## src/hw/rtl/led_scanner_bounce_effect_assert.svh

```systemverilog
// Assertion macros for the LED bounce scanner.
// Each macro expects signals named clock and reset in the scope of its use.
`ifndef LED_SCANNER_BOUNCE_EFFECT_ASSERT_SVH
`define LED_SCANNER_BOUNCE_EFFECT_ASSERT_SVH

// Condition holds in the same cycle as the trigger.
`define LSBE_ASSERT_NOW(lbl, trig, cond) \
   lbl: assert property (@(posedge clock) disable iff (reset) (trig) |-> (cond)) \
      else $error("led scanner assertion failed");

// Condition holds in the cycle after the trigger.
`define LSBE_ASSERT_NEXT(lbl, trig, cond) \
   lbl: assert property (@(posedge clock) disable iff (reset) (trig) |=> (cond)) \
      else $error("led scanner assertion failed");

`endif

```

## src/hw/rtl/ledscan_pkg.sv

```systemverilog
// Shared constants and types of the LED bounce scanner.
// Used by the controller, the datapath and the top level.
package ledscan_pkg;

   localparam int COLUMNS       = 6;
   localparam int POS_FRAC_BITS = 8;

   localparam int POS_ONE = 1 << POS_FRAC_BITS;
   localparam int POS_END = (COLUMNS - 1) * POS_ONE;
   localparam int POS_W   = $clog2(POS_END + 1);
   localparam int COL_W   = (COLUMNS > 2) ? $clog2(COLUMNS) : 1;
   localparam int SUM_W   = ((POS_W > 8) ? POS_W : 8) + 2;
   localparam int REM_W   = POS_FRAC_BITS + 1;
   localparam int BRI_W   = POS_FRAC_BITS + 9;

   localparam int CSR_IDX_W = 3;

   localparam logic [CSR_IDX_W-1:0] CSR_RED      = 3'd0;
   localparam logic [CSR_IDX_W-1:0] CSR_GREEN    = 3'd1;
   localparam logic [CSR_IDX_W-1:0] CSR_BLUE     = 3'd2;
   localparam logic [CSR_IDX_W-1:0] CSR_SPEED    = 3'd3;
   localparam logic [CSR_IDX_W-1:0] CSR_INTERVAL = 3'd4;

   typedef struct packed {
      logic             frame;
      logic             issue;
      logic [COL_W-1:0] col;
      logic             last;
   } ctrl_cmd_type;

   typedef struct packed {
      logic early;
      logic adv;
   } dp_status_type;

endpackage

```

## src/hw/rtl/ledscan_ctrl.sv

```systemverilog
// Controller of the LED bounce scanner: accepts timestamps and sequences the column scan.
// Depends on ledscan_pkg for the command and status types.
module ledscan_ctrl (
   input  logic                       clock,
   input  logic                       reset,
   input  logic                       req_valid,
   output logic                       req_stall,
   input  ledscan_pkg::dp_status_type stat,
   output ledscan_pkg::ctrl_cmd_type  cmd
);
   import ledscan_pkg::*;

   localparam logic ST_IDLE = 1'b0;
   localparam logic ST_SCAN = 1'b1;

   logic             state_ff, state_in;
   logic [COL_W-1:0] col_ff, col_in;
   logic             accept;

   assign req_stall = (state_ff != ST_IDLE);
   assign accept    = req_valid && !req_stall;

   always_comb begin
      state_in  = state_ff;
      col_in    = col_ff;
      cmd.frame = 1'b0;
      cmd.issue = 1'b0;
      cmd.col   = col_ff;
      cmd.last  = (col_ff == COL_W'(COLUMNS - 1));
      unique case (state_ff)
         ST_IDLE: begin
            if (accept && !stat.early) begin
               cmd.frame = 1'b1;
               col_in    = '0;
               state_in  = ST_SCAN;
            end
         end
         ST_SCAN: begin
            if (stat.adv) begin
               cmd.issue = 1'b1;
               if (cmd.last) begin
                  col_in   = '0;
                  state_in = ST_IDLE;
               end else begin
                  col_in = col_ff + 1'b1;
               end
            end
         end
         default: begin
            state_in = ST_IDLE;
         end
      endcase
   end

   always_ff @(posedge clock) begin
      if (reset) begin
         state_ff <= ST_IDLE;
         col_ff   <= '0;
      end else begin
         state_ff <= state_in;
         col_ff   <= col_in;
      end
   end

endmodule

```

## src/hw/rtl/ledscan_dp.sv

```systemverilog
// Datapath of the LED bounce scanner: registers, position update and column shading pipeline.
// Depends on ledscan_pkg for constants, register indexes and the command and status types.
module ledscan_dp (
   input  logic                                  clock,
   input  logic                                  reset,
   input  logic                                  csr_valid,
   input  logic [ledscan_pkg::CSR_IDX_W-1:0]     csr_index,
   input  logic [7:0]                            csr_data,
   input  logic [31:0]                           req_now_ms,
   input  ledscan_pkg::ctrl_cmd_type             cmd,
   output ledscan_pkg::dp_status_type            stat,
   output logic                                  rsp_valid,
   input  logic                                  rsp_stall,
   output logic [2:0]                            rsp_column,
   output logic [7:0]                            rsp_red,
   output logic [7:0]                            rsp_green,
   output logic [7:0]                            rsp_blue,
   output logic                                  rsp_last_column
);
   import ledscan_pkg::*;

   logic [7:0] red_ff, green_ff, blue_ff, speed_ff, intv_ff;

   logic [POS_W-1:0] pos_ff, pos_in;
   logic             down_ff, down_in;
   logic [31:0]      last_ff;

   logic signed [SUM_W-1:0] sum;
   logic                    hit_lo, hit_hi;
   logic [31:0]             elapsed;

   logic [POS_W-1:0] colpos, col_dist, rem_w;
   logic [REM_W-1:0] rem;
   logic [BRI_W-1:0] bri_prod;
   logic             lit;

   logic             s1_valid_ff;
   logic [7:0]       s1_bri_ff;
   logic             s1_lit_ff;
   logic [COL_W-1:0] s1_col_ff;
   logic             s1_last_ff;

   logic [8:0]  bri_p1;
   logic [16:0] prod_r, prod_g, prod_b;
   logic        rsp_valid_ff;

   always_ff @(posedge clock) begin
      if (reset) begin
         red_ff   <= 8'd255;
         green_ff <= 8'd0;
         blue_ff  <= 8'd0;
         speed_ff <= 8'd10;
         intv_ff  <= 8'd16;
      end else if (csr_valid) begin
         unique case (csr_index)
            CSR_RED:      red_ff   <= csr_data;
            CSR_GREEN:    green_ff <= csr_data;
            CSR_BLUE:     blue_ff  <= csr_data;
            CSR_SPEED:    speed_ff <= csr_data;
            CSR_INTERVAL: intv_ff  <= csr_data;
            default: begin
            end
         endcase
      end
   end

   assign elapsed    = req_now_ms - last_ff;
   assign stat.early = (elapsed < {24'd0, intv_ff});
   assign stat.adv   = !rsp_valid_ff || !rsp_stall;

   always_comb begin
      if (down_ff) begin
         sum = $signed(SUM_W'(pos_ff)) - $signed(SUM_W'(speed_ff));
      end else begin
         sum = $signed(SUM_W'(pos_ff)) + $signed(SUM_W'(speed_ff));
      end
      hit_lo  = (sum <= $signed(SUM_W'(0)));
      hit_hi  = (sum >= $signed(SUM_W'(POS_END)));
      down_in = (hit_lo || hit_hi) ? !down_ff : down_ff;
      if (hit_lo) begin
         pos_in = '0;
      end else if (hit_hi) begin
         pos_in = POS_W'(POS_END);
      end else begin
         pos_in = POS_W'(sum);
      end
   end

   always_ff @(posedge clock) begin
      if (reset) begin
         pos_ff  <= '0;
         down_ff <= 1'b0;
         last_ff <= '0;
      end else if (cmd.frame) begin
         pos_ff  <= pos_in;
         down_ff <= down_in;
         last_ff <= req_now_ms;
      end
   end

   always_comb begin
      colpos   = POS_W'(cmd.col) << POS_FRAC_BITS;
      col_dist = (pos_ff >= colpos) ? (pos_ff - colpos) : (colpos - pos_ff);
      lit      = (col_dist < POS_W'(POS_ONE));
      rem_w    = POS_W'(POS_ONE) - col_dist;
      rem      = lit ? rem_w[REM_W-1:0] : '0;
      bri_prod = (BRI_W'(rem) << 8) - BRI_W'(rem);
   end

   always_ff @(posedge clock) begin
      if (reset) begin
         s1_valid_ff <= 1'b0;
      end else if (stat.adv) begin
         s1_valid_ff <= cmd.issue;
      end
   end

   always_ff @(posedge clock) begin
      if (stat.adv) begin
         s1_bri_ff  <= 8'(bri_prod >> POS_FRAC_BITS);
         s1_lit_ff  <= lit;
         s1_col_ff  <= cmd.col;
         s1_last_ff <= cmd.last;
      end
   end

   assign bri_p1 = {1'b0, s1_bri_ff} + 9'd1;
   assign prod_r = red_ff * bri_p1;
   assign prod_g = green_ff * bri_p1;
   assign prod_b = blue_ff * bri_p1;

   always_ff @(posedge clock) begin
      if (reset) begin
         rsp_valid_ff <= 1'b0;
      end else if (stat.adv) begin
         rsp_valid_ff <= s1_valid_ff;
      end
   end

   always_ff @(posedge clock) begin
      if (stat.adv) begin
         rsp_column      <= 3'(s1_col_ff);
         rsp_red         <= s1_lit_ff ? prod_r[15:8] : 8'd0;
         rsp_green       <= s1_lit_ff ? prod_g[15:8] : 8'd0;
         rsp_blue        <= s1_lit_ff ? prod_b[15:8] : 8'd0;
         rsp_last_column <= s1_last_ff;
      end
   end

   assign rsp_valid = rsp_valid_ff;

endmodule

```

## src/hw/rtl/led_scanner_bounce_effect.sv

```systemverilog
// A bounce scanner over six columns: each accepted timestamp that falls at least
// frame_interval milliseconds after the last frame moves the lit spot by speed/256 of a
// column, reversing at either end, and yields one beat per column, column 0 first, with
// last_column set on the final one. A timestamp that comes too early is accepted but yields
// nothing. A frame holds the input while the controller issues one column a cycle, unless
// the result channel stalls, into a two-stage shading pipeline; each column's result passes
// through the stage-one registers and then the response registers, and a stalled result
// channel holds the scan in place. Configuration writes are always ready.
module led_scanner_bounce_effect (
   input  logic                              clock,
   input  logic                              reset,
   input  logic                              csr_valid,
   output logic                              csr_ready,
   input  logic [ledscan_pkg::CSR_IDX_W-1:0] csr_index,
   input  logic [7:0]                        csr_data,
   input  logic                              req_valid,
   output logic                              req_stall,
   input  logic [31:0]                       req_now_ms,
   output logic                              rsp_valid,
   input  logic                              rsp_stall,
   output logic [2:0]                        rsp_column,
   output logic [7:0]                        rsp_red,
   output logic [7:0]                        rsp_green,
   output logic [7:0]                        rsp_blue,
   output logic                              rsp_last_column
);
   import ledscan_pkg::*;

   ctrl_cmd_type  cmd;
   dp_status_type stat;

   assign csr_ready = 1'b1;

   ledscan_ctrl u_ctrl (
      .clock     (clock),
      .reset     (reset),
      .req_valid (req_valid),
      .req_stall (req_stall),
      .stat      (stat),
      .cmd       (cmd)
   );

   ledscan_dp u_dp (
      .clock           (clock),
      .reset           (reset),
      .csr_valid       (csr_valid && csr_ready),
      .csr_index       (csr_index),
      .csr_data        (csr_data),
      .req_now_ms      (req_now_ms),
      .cmd             (cmd),
      .stat            (stat),
      .rsp_valid       (rsp_valid),
      .rsp_stall       (rsp_stall),
      .rsp_column      (rsp_column),
      .rsp_red         (rsp_red),
      .rsp_green       (rsp_green),
      .rsp_blue        (rsp_blue),
      .rsp_last_column (rsp_last_column)
   );

`include "led_scanner_bounce_effect_assert.svh"

   `LSBE_ASSERT_NOW(a_issue_needs_room, cmd.issue, stat.adv)
   `LSBE_ASSERT_NEXT(a_scan_ends, cmd.issue && cmd.last, !cmd.issue && !req_stall)
   `LSBE_ASSERT_NOW(a_last_is_final, rsp_valid && rsp_last_column,
                    rsp_column == 3'(COLUMNS - 1))

endmodule

```

## config.mk

```make
export PLATFORM = sky130hd
export DESIGN_NAME = led_scanner_bounce_effect
export DESIGN_NICKNAME = d
export VERILOG_FILES = /design/src/hw/rtl/ledscan_pkg.sv /design/src/hw/rtl/ledscan_ctrl.sv /design/src/hw/rtl/ledscan_dp.sv /design/src/hw/rtl/led_scanner_bounce_effect.sv
export VERILOG_INCLUDE_DIRS = /design/src /design/src/hw/rtl
export SDC_FILE = /design/constraint.sdc
export NUM_CORES = 1
export LEC_CHECK = 0
export ABC_AREA = 0
export BUFFER_PORTS_ARGS = -buffer_cell sky130_fd_sc_hd__buf_2
export CORE_MARGIN = 2
export CORE_UTILIZATION = 55
export CTS_BUF_LIST = sky130_fd_sc_hd__clkbuf_2 sky130_fd_sc_hd__clkbuf_4 sky130_fd_sc_hd__clkbuf_8
export DETAILED_ROUTE_END_ITERATION = 10
export GPL_TIMING_DRIVEN = 0
export PLACE_DENSITY = 0.73
export SETUP_SLACK_MARGIN = 0.02
export SLEW_MARGIN = 15
export SYNTH_ARGS = -nofsm -noshare
export SYNTH_HDL_FRONTEND = slang
export SYNTH_SLANG_ARGS = --single-unit
```

## constraint.sdc

```tcl
create_clock -name clock -period 7.1 [get_ports clock]
set_input_delay 0.71 -clock clock [delete_from_list [all_inputs] [get_ports clock]]
set_output_delay 0.71 -clock clock [all_outputs]
set_load 0.01 [all_outputs]
```

==> results of run 1 <==
## per-layer routing
metal	GRT usage	vias to the layer above	wire (µm)	part of all wire
met2	0.433	316	16900	0.48
met4	0.0840	4	1050	0.030
met1	0.315	5832	15400	0.44
met3	0.0497	66	1780	0.051
met5	0	-	23	0.00066
li1	-	6033	-	-
## cells in the final DEF (no fill, tap or decap), types with 45 or more instances in the layout
cell type / netlist / layout
clkbuf_1: 58 / 58
and2_1: 172 / 172
xnor2_1: 54 / 53
inv_1: 217 / 217
a21oi_1: 100 / 100
buf_2: 7 / 83
mux2i_1: 45 / 45
ha_1: 158 / 158
nand2_1: 181 / 180
dfxtp_1: 90 / 90
nor2_1: 113 / 113
fa_1: 124 / 124
## worst max-delay path by stage
stage	startpoint	end	slack [ps]	cells past startpoint
floorplan	u_dp.s1_bri_ff[0]$_DFFE_PN_	u_dp.rsp_blue[7]$_SDFFCE_PN0N_	1820	18
global placement	u_dp.s1_bri_ff[0]$_DFFE_PN_	u_dp.rsp_blue[7]$_SDFFCE_PN0N_	490	18
detailed placement	u_dp.s1_bri_ff[0]$_DFFE_PN_	u_dp.rsp_blue[7]$_SDFFCE_PN0N_	460	20
CTS	u_dp.s1_bri_ff[0]$_DFFE_PN_	u_dp.rsp_blue[7]$_SDFFCE_PN0N_	440	20
global route	u_dp.s1_bri_ff[0]$_DFFE_PN_	u_dp.rsp_blue[7]$_SDFFCE_PN0N_	240	20
finish	u_dp.s1_bri_ff[0]$_DFFE_PN_	u_dp.rsp_blue[7]$_SDFFCE_PN0N_	550	20
## synthesized netlist by cell type, drive strengths merged, types with 5 or more instances
library cell | count | area share
and3 | 14 | 0.0058
nand2b | 16 | 0.0066
o31ai | 5 | 0.0025
a21oi | 104 | 0.036
o211ai | 14 | 0.0070
buf | 20 | 0.010
and2 | 172 | 0.071
o21ai | 20 | 0.0066
ha | 158 | 0.13
o21a | 7 | 0.0035
inv | 218 | 0.054
o2111ai | 7 | 0.0041
o22ai | 8 | 0.0033
nand2 | 181 | 0.045
nor3b | 9 | 0.0048
xor2 | 23 | 0.013
a31oi | 8 | 0.0033
a21o | 21 | 0.010
clkbuf | 58 | 0.014
o21bai | 5 | 0.0025
a211oi | 9 | 0.0048
dfxtp | 90 | 0.12
nor2b | 35 | 0.015
fa | 124 | 0.16
nor2 | 113 | 0.028
nand3 | 38 | 0.013
nor3 | 18 | 0.0060
edfxtp | 41 | 0.082
mux2i | 45 | 0.030
or3 | 10 | 0.0045
a21boi | 5 | 0.0025
xnor2 | 54 | 0.031
nand4 | 18 | 0.0083
## logic make-up (layout without fill, tap and decap cells)
group	Yosys count	count (layout)
buffers and inverters	297	406
adders and majority gates	282	282
and+or+nand+nor	649	649
AOI/OAI and AO/OA	266	266
muxes	49	49
other	1	6
xor gates and xnor gates	77	77
DFF	131	131
## sequential cells by signal, summed over array words and instances (netlist names), 8 cells and up
name            flops
u_dp.last_ff       32
u_dp.rsp_blue       8
u_dp.red_ff         8
u_dp.rsp_red        8
u_dp.intv_ff        8
u_dp.pos_ff        11
u_dp.speed_ff       8
u_dp.green_ff       8
u_dp.s1_bri_ff      8
u_dp.rsp_green      8
u_dp.blue_ff        8
## cell type report
class	instances	area [µm²]	share of cell area
Inverter	219	822	0.0504
Antenna cell	5	12.5	0.000767
Buffer	78	374	0.0229
Timing Repair Buffer	77	400	0.0246
Tap cell	341	427	0.0262
Clock buffer	19	255	0.0157
Multi-Input combinational cell	1324	10800	0.664
Sequential cell	131	3030	0.186
Clock inverter	13	148	0.00905
## stage by stage
stage                     cell area, µm²  setup slack [ps]
after floorplan                    15100              1820
after global placement             15900               488
after detailed placement           15900               461
after CTS                          16300               438
after global routing               16300               236
final                              16300               552
==> metrics, run 1 <==
run status finished clean; max frequency 0.153 GHz; routability congestion estimate 0.890; Critical R2R Launch u_dp.s1_bri_ff[0]$_DFFE_PN_; CTS tree built; slowest stage cell, crit path clkbuf_1; CTS Buffer Depth 2; first-iteration detailed-routing DRC count 658; setup TNS 0 ps; WL/cell 15.9 µm; final std cells w/o fill 2207; Pre-Repair DR Iteration Count 5; P&R area growth vs syn 8.32%; core footprint 27000 µm²; Worst slew margin 0.412; Initial Util 0.559; Std-Cell Rows 60; fillcell total 2401; Worst Tran Pin Value 879 ps; initial antenna violation count 7; number of I/O pins 79; largest net degree at the start of global routing 26; # setup viols final 0; asr flop ratio synth 0; CP delay by family, top adder cells; Post-route DRC 0; DP Cell Count 2170; Nets 2178; RR Endpoint u_dp.rsp_blue[7]$_SDFFCE_PN0N_; HP Class flop to flop; cell mode on critical path fa_1; hold path start u_dp.s1_col_ff[2]$_DFFE_PN_; total CTS buffers 17; Hold Vio Cnt, Final 0; Synth Area in Compound Gates 0.123; Worst path max stage delay 580 ps; EDFF count, synth 41; Routed WL 35.1 mm; Worst Clk Skew 20.4 ps; Final Slew Violations 0; Post-DRT Antenna Nets 0; WP buf/inv 4; multiplexer area fraction after synthesis 0.0329; All-Layer GR Usage 0.251; Die Width 169 µm; Seq cells post-synth 131; min cycle time layout 6550 ps; CP Data Required Time 7320 ps; startpoint types flop; GRT overflow 0; H-tree Lvls 4; clk slew on worst S/H paths 90 ps; CP Capture Type flop; CTS resizes 0; Hold EP u_dp.rsp_column[2]$_DFFE_PN_; xor/xnor share of the synthesized area 0.0448; Buffers on Ports 76; worst-path fanout max 10; # hold bufs at CTS 0; cells after synthesis 1752; Simple-Gate Fraction of Synth Area 0.222; Setup Fix Bufs, Post-CTS 0; Root Driver clkbuf_8; Via density 5.55; total number of vias 12300; Main synth FF type dfxtp_1; # clock sinks 131; Hold Path Depth 0; Die Ht 169 µm; number of global-route vias before repair 12100; syn_area_per_cell 8.59 µm²; Clock Latency Late Sink 470 ps; Netlist cell types 91; Final Util 0.605; Die Area 28700 µm²; largest family of logic cells by synthesized area adder cells; DP HPWL 27.8 mm; Ys Warns 0; register area share after synthesis 0.201; Reg2Reg Setup Slack 550 ps; share of cells above drive strength 1 0.0844; worst path arrival time 6770 ps; mapped cell area 15100 µm²; RSZ-0062 raised after global routing false; final period utilization 0.922; first-pass GRT wire length 58.3 mm; worst hold margin 428 ps; syn nets 2082; CP cell instances clkbuf_1, nand3_1, xnor2_2, clkbuf_1, and2_1, fa_1, ha_1, inv_1, fa_1, inv_1, fa_1, ha_1, a21o_1, a21oi_1, nor2b_1, o41ai_1, o211ai_1, a21oi_1, xnor2_1, and2_1; Synth Area in Adders 0.296; Max-Cap Viols 0; Critical Setup Path Class flop to flop; cell depth of the worst flop-to-flop path 20
Power of run 1 is left out: the tool's default activity adds up to more than one toggle a clock period on the data nets, which glitch-free logic cannot reach.
==> inputs of run 2 (changes only) <==
- BUFFER_PORTS_ARGS: -buffer_cell sky130_fd_sc_hd__buf_2 -> default
- DONT_BUFFER_PORTS: default -> 1
- PLACE_DENSITY: 0.73 -> 0.7
==> run 2 against run 1 <==
Setup slack better by 110 ps. Global-route usage is 0.22 points lower. Clock skew is 2.3 ps lower. Critical path type unchanged. Cell count is 3.7% lower. Sequential cell count stayed put. Count of clock-buffer cells in the layout stayed put. Design area is 1.8% lower. Wire length is 1.4% lower. Via count is 2.3% lower. Register-to-register slack better by 110 ps.
==> metrics, run 2 (same netlist as run 1, synthesis figures left out) <==
run status finished clean; Post-DRT Antenna Nets 0; Setup Fix Bufs, Post-CTS 0; crit path to u_dp.rsp_blue[7]$_SDFFCE_PN0N_; CP Capture Type flop; first-iteration detailed-routing DRC count 678; Clock Latency Late Sink 470 ps; total number of vias 12000; share of cells above drive strength 1 0.0454; Worst Clk Skew 18.1 ps; largest register by flop count u_dp.last_ff; # clock sinks 131; CP startpoint u_dp.s1_bri_ff[0]$_DFFE_PN_; All-Layer GR Usage 0.249; Hold Vio Cnt, Final 0; CTS tree built; Worst slew margin 0.435; min cycle time layout 6440 ps; Buffers on Ports 0; first-pass GRT wire length 57.5 mm; cell depth of the worst setup path 18; worst path arrival time 6660 ps; # setup viols final 0; Final Slew Violations 0; # hold bufs at CTS 0; Nets 2102; biggest regs u_dp.last_ff: 32 flops, u_dp.pos_ff: 11 flops; slowest stage cell, crit path o41ai_1; Via density 5.63; CTS Buffer Depth 2; CP cell instances clkbuf_1, nand3_1, xnor2_2, clkbuf_1, nand2_1, fa_1, fa_1, inv_1, fa_1, fa_1, ha_1, a21oi_1, nor2b_1, o41ai_1, o211ai_1, a21oi_1, xnor2_1, and2_1; routability congestion estimate 0.882; Post-route DRC 0; Max-Cap Viols 0; number of I/O pins 79; Die Area 28700 µm²; Initial Util 0.559; HP Class primary input to flop; P&R area growth vs syn 6.39%; Reg2Reg Setup Slack 660 ps; WL/cell 16.3 µm; Root Driver clkbuf_8; total CTS buffers 17; most common cell after layout, fill and taps aside inv_1; most frequent cells in the layout inv_1, nand2_1, and2_1; Die Ht 169 µm; Pre-Repair DR Iteration Count 5; Critical Setup Path Class flop to flop; H-tree Lvls 4; number of global-route vias before repair 11800; Worst Tran Pin Value 844 ps; RSZ-0062 raised after global routing false; setup TNS 0 ps; cell mode on critical path fa_1; worst-path fanout max 10; antenna diode count 0; RR Endpoint u_dp.rsp_blue[7]$_SDFFCE_PN0N_; CTS resizes 0; final period utilization 0.907; Die Width 169 µm; cell depth of the worst flop-to-flop path 18; Routed WL 34.6 mm; DP HPWL 27.3 mm; core footprint 27000 µm²; Std-Cell Rows 60; Worst path max stage delay 560 ps; max reg flops 32; max frequency 0.155 GHz; initial antenna violation count 0; WP buf/inv 3; GRT overflow 0; CP Data Required Time 7320 ps; CP delay by family, top adder cells; clk slew on worst S/H paths 80 ps; startpoint types flop; largest net degree at the start of global routing 25; Critical R2R Launch u_dp.s1_bri_ff[0]$_DFFE_PN_
run 2: per-layer routing:
metal,vias to the layer above,share of wire,global-route usage
met1,5768,0.44,0.315
met2,283,0.49,0.434
met4,0,0.026,0.0810
li1,5866,-,-
met3,57,0.051,0.0408
met5,-,0,0
run 2: through the flow:
stage / hold WS, ps / worst slack (ps) / cell area, µm² / utilization / std cells
after CTS: 356 / 441 / 16000 / 0.594 / 2126
after global placement: 406 / 479 / 15500 / 0.574 / 2093
after detailed placement: 407 / 484 / 15500 / 0.575 / 2094
final: 383 / 662 / 16000 / 0.594 / 2126
after global routing: 363 / 195 / 16000 / 0.594 / 2126
after floorplan: 400 / 1820 / 15100 / - / 1752
run 2: worst min-delay path by stage:
stage,from,depth (start not counted),endpoint
floorplan,u_dp.s1_col_ff[0]$_DFFE_PN_,0,u_dp.rsp_column[0]$_DFFE_PN_
global placement,u_dp.s1_col_ff[1]$_DFFE_PN_,0,u_dp.rsp_column[1]$_DFFE_PN_
detailed placement,u_dp.s1_col_ff[2]$_DFFE_PN_,0,u_dp.rsp_column[2]$_DFFE_PN_
CTS,csr_data[0],2,u_dp.red_ff[0]$_SDFFE_PP1P_
global route,req_now_ms[11],2,u_dp.last_ff[11]$_SDFFE_PP0P_
finish,csr_data[7],2,u_dp.red_ff[7]$_SDFFE_PP1P_
run 2: layout make-up:
type | instances | area [µm²]
Fill cell | 2374 | 10900
Sequential cell | 131 | 3030
Buffer | 78 | 374
Clock inverter | 13 | 256
Inverter | 219 | 822
Multi-Input combinational cell | 1324 | 10800
Timing Repair Buffer | 1 | 20.0
Clock buffer | 19 | 249
Tap cell | 341 | 427
run 2: worst register-to-register path, delay by kind of cell, from the launching register on:
kind,cells,cell delay [ps]
AO/OA/AOI/OAI,4,1230
XOR/XNOR,2,520
adder cells (fa/ha/maj),5,2300
buffers and inverters,3,1080
flip-flops,1,430
AND/OR/NAND/NOR,4,650
Power of run 2 is left out for the same reason.
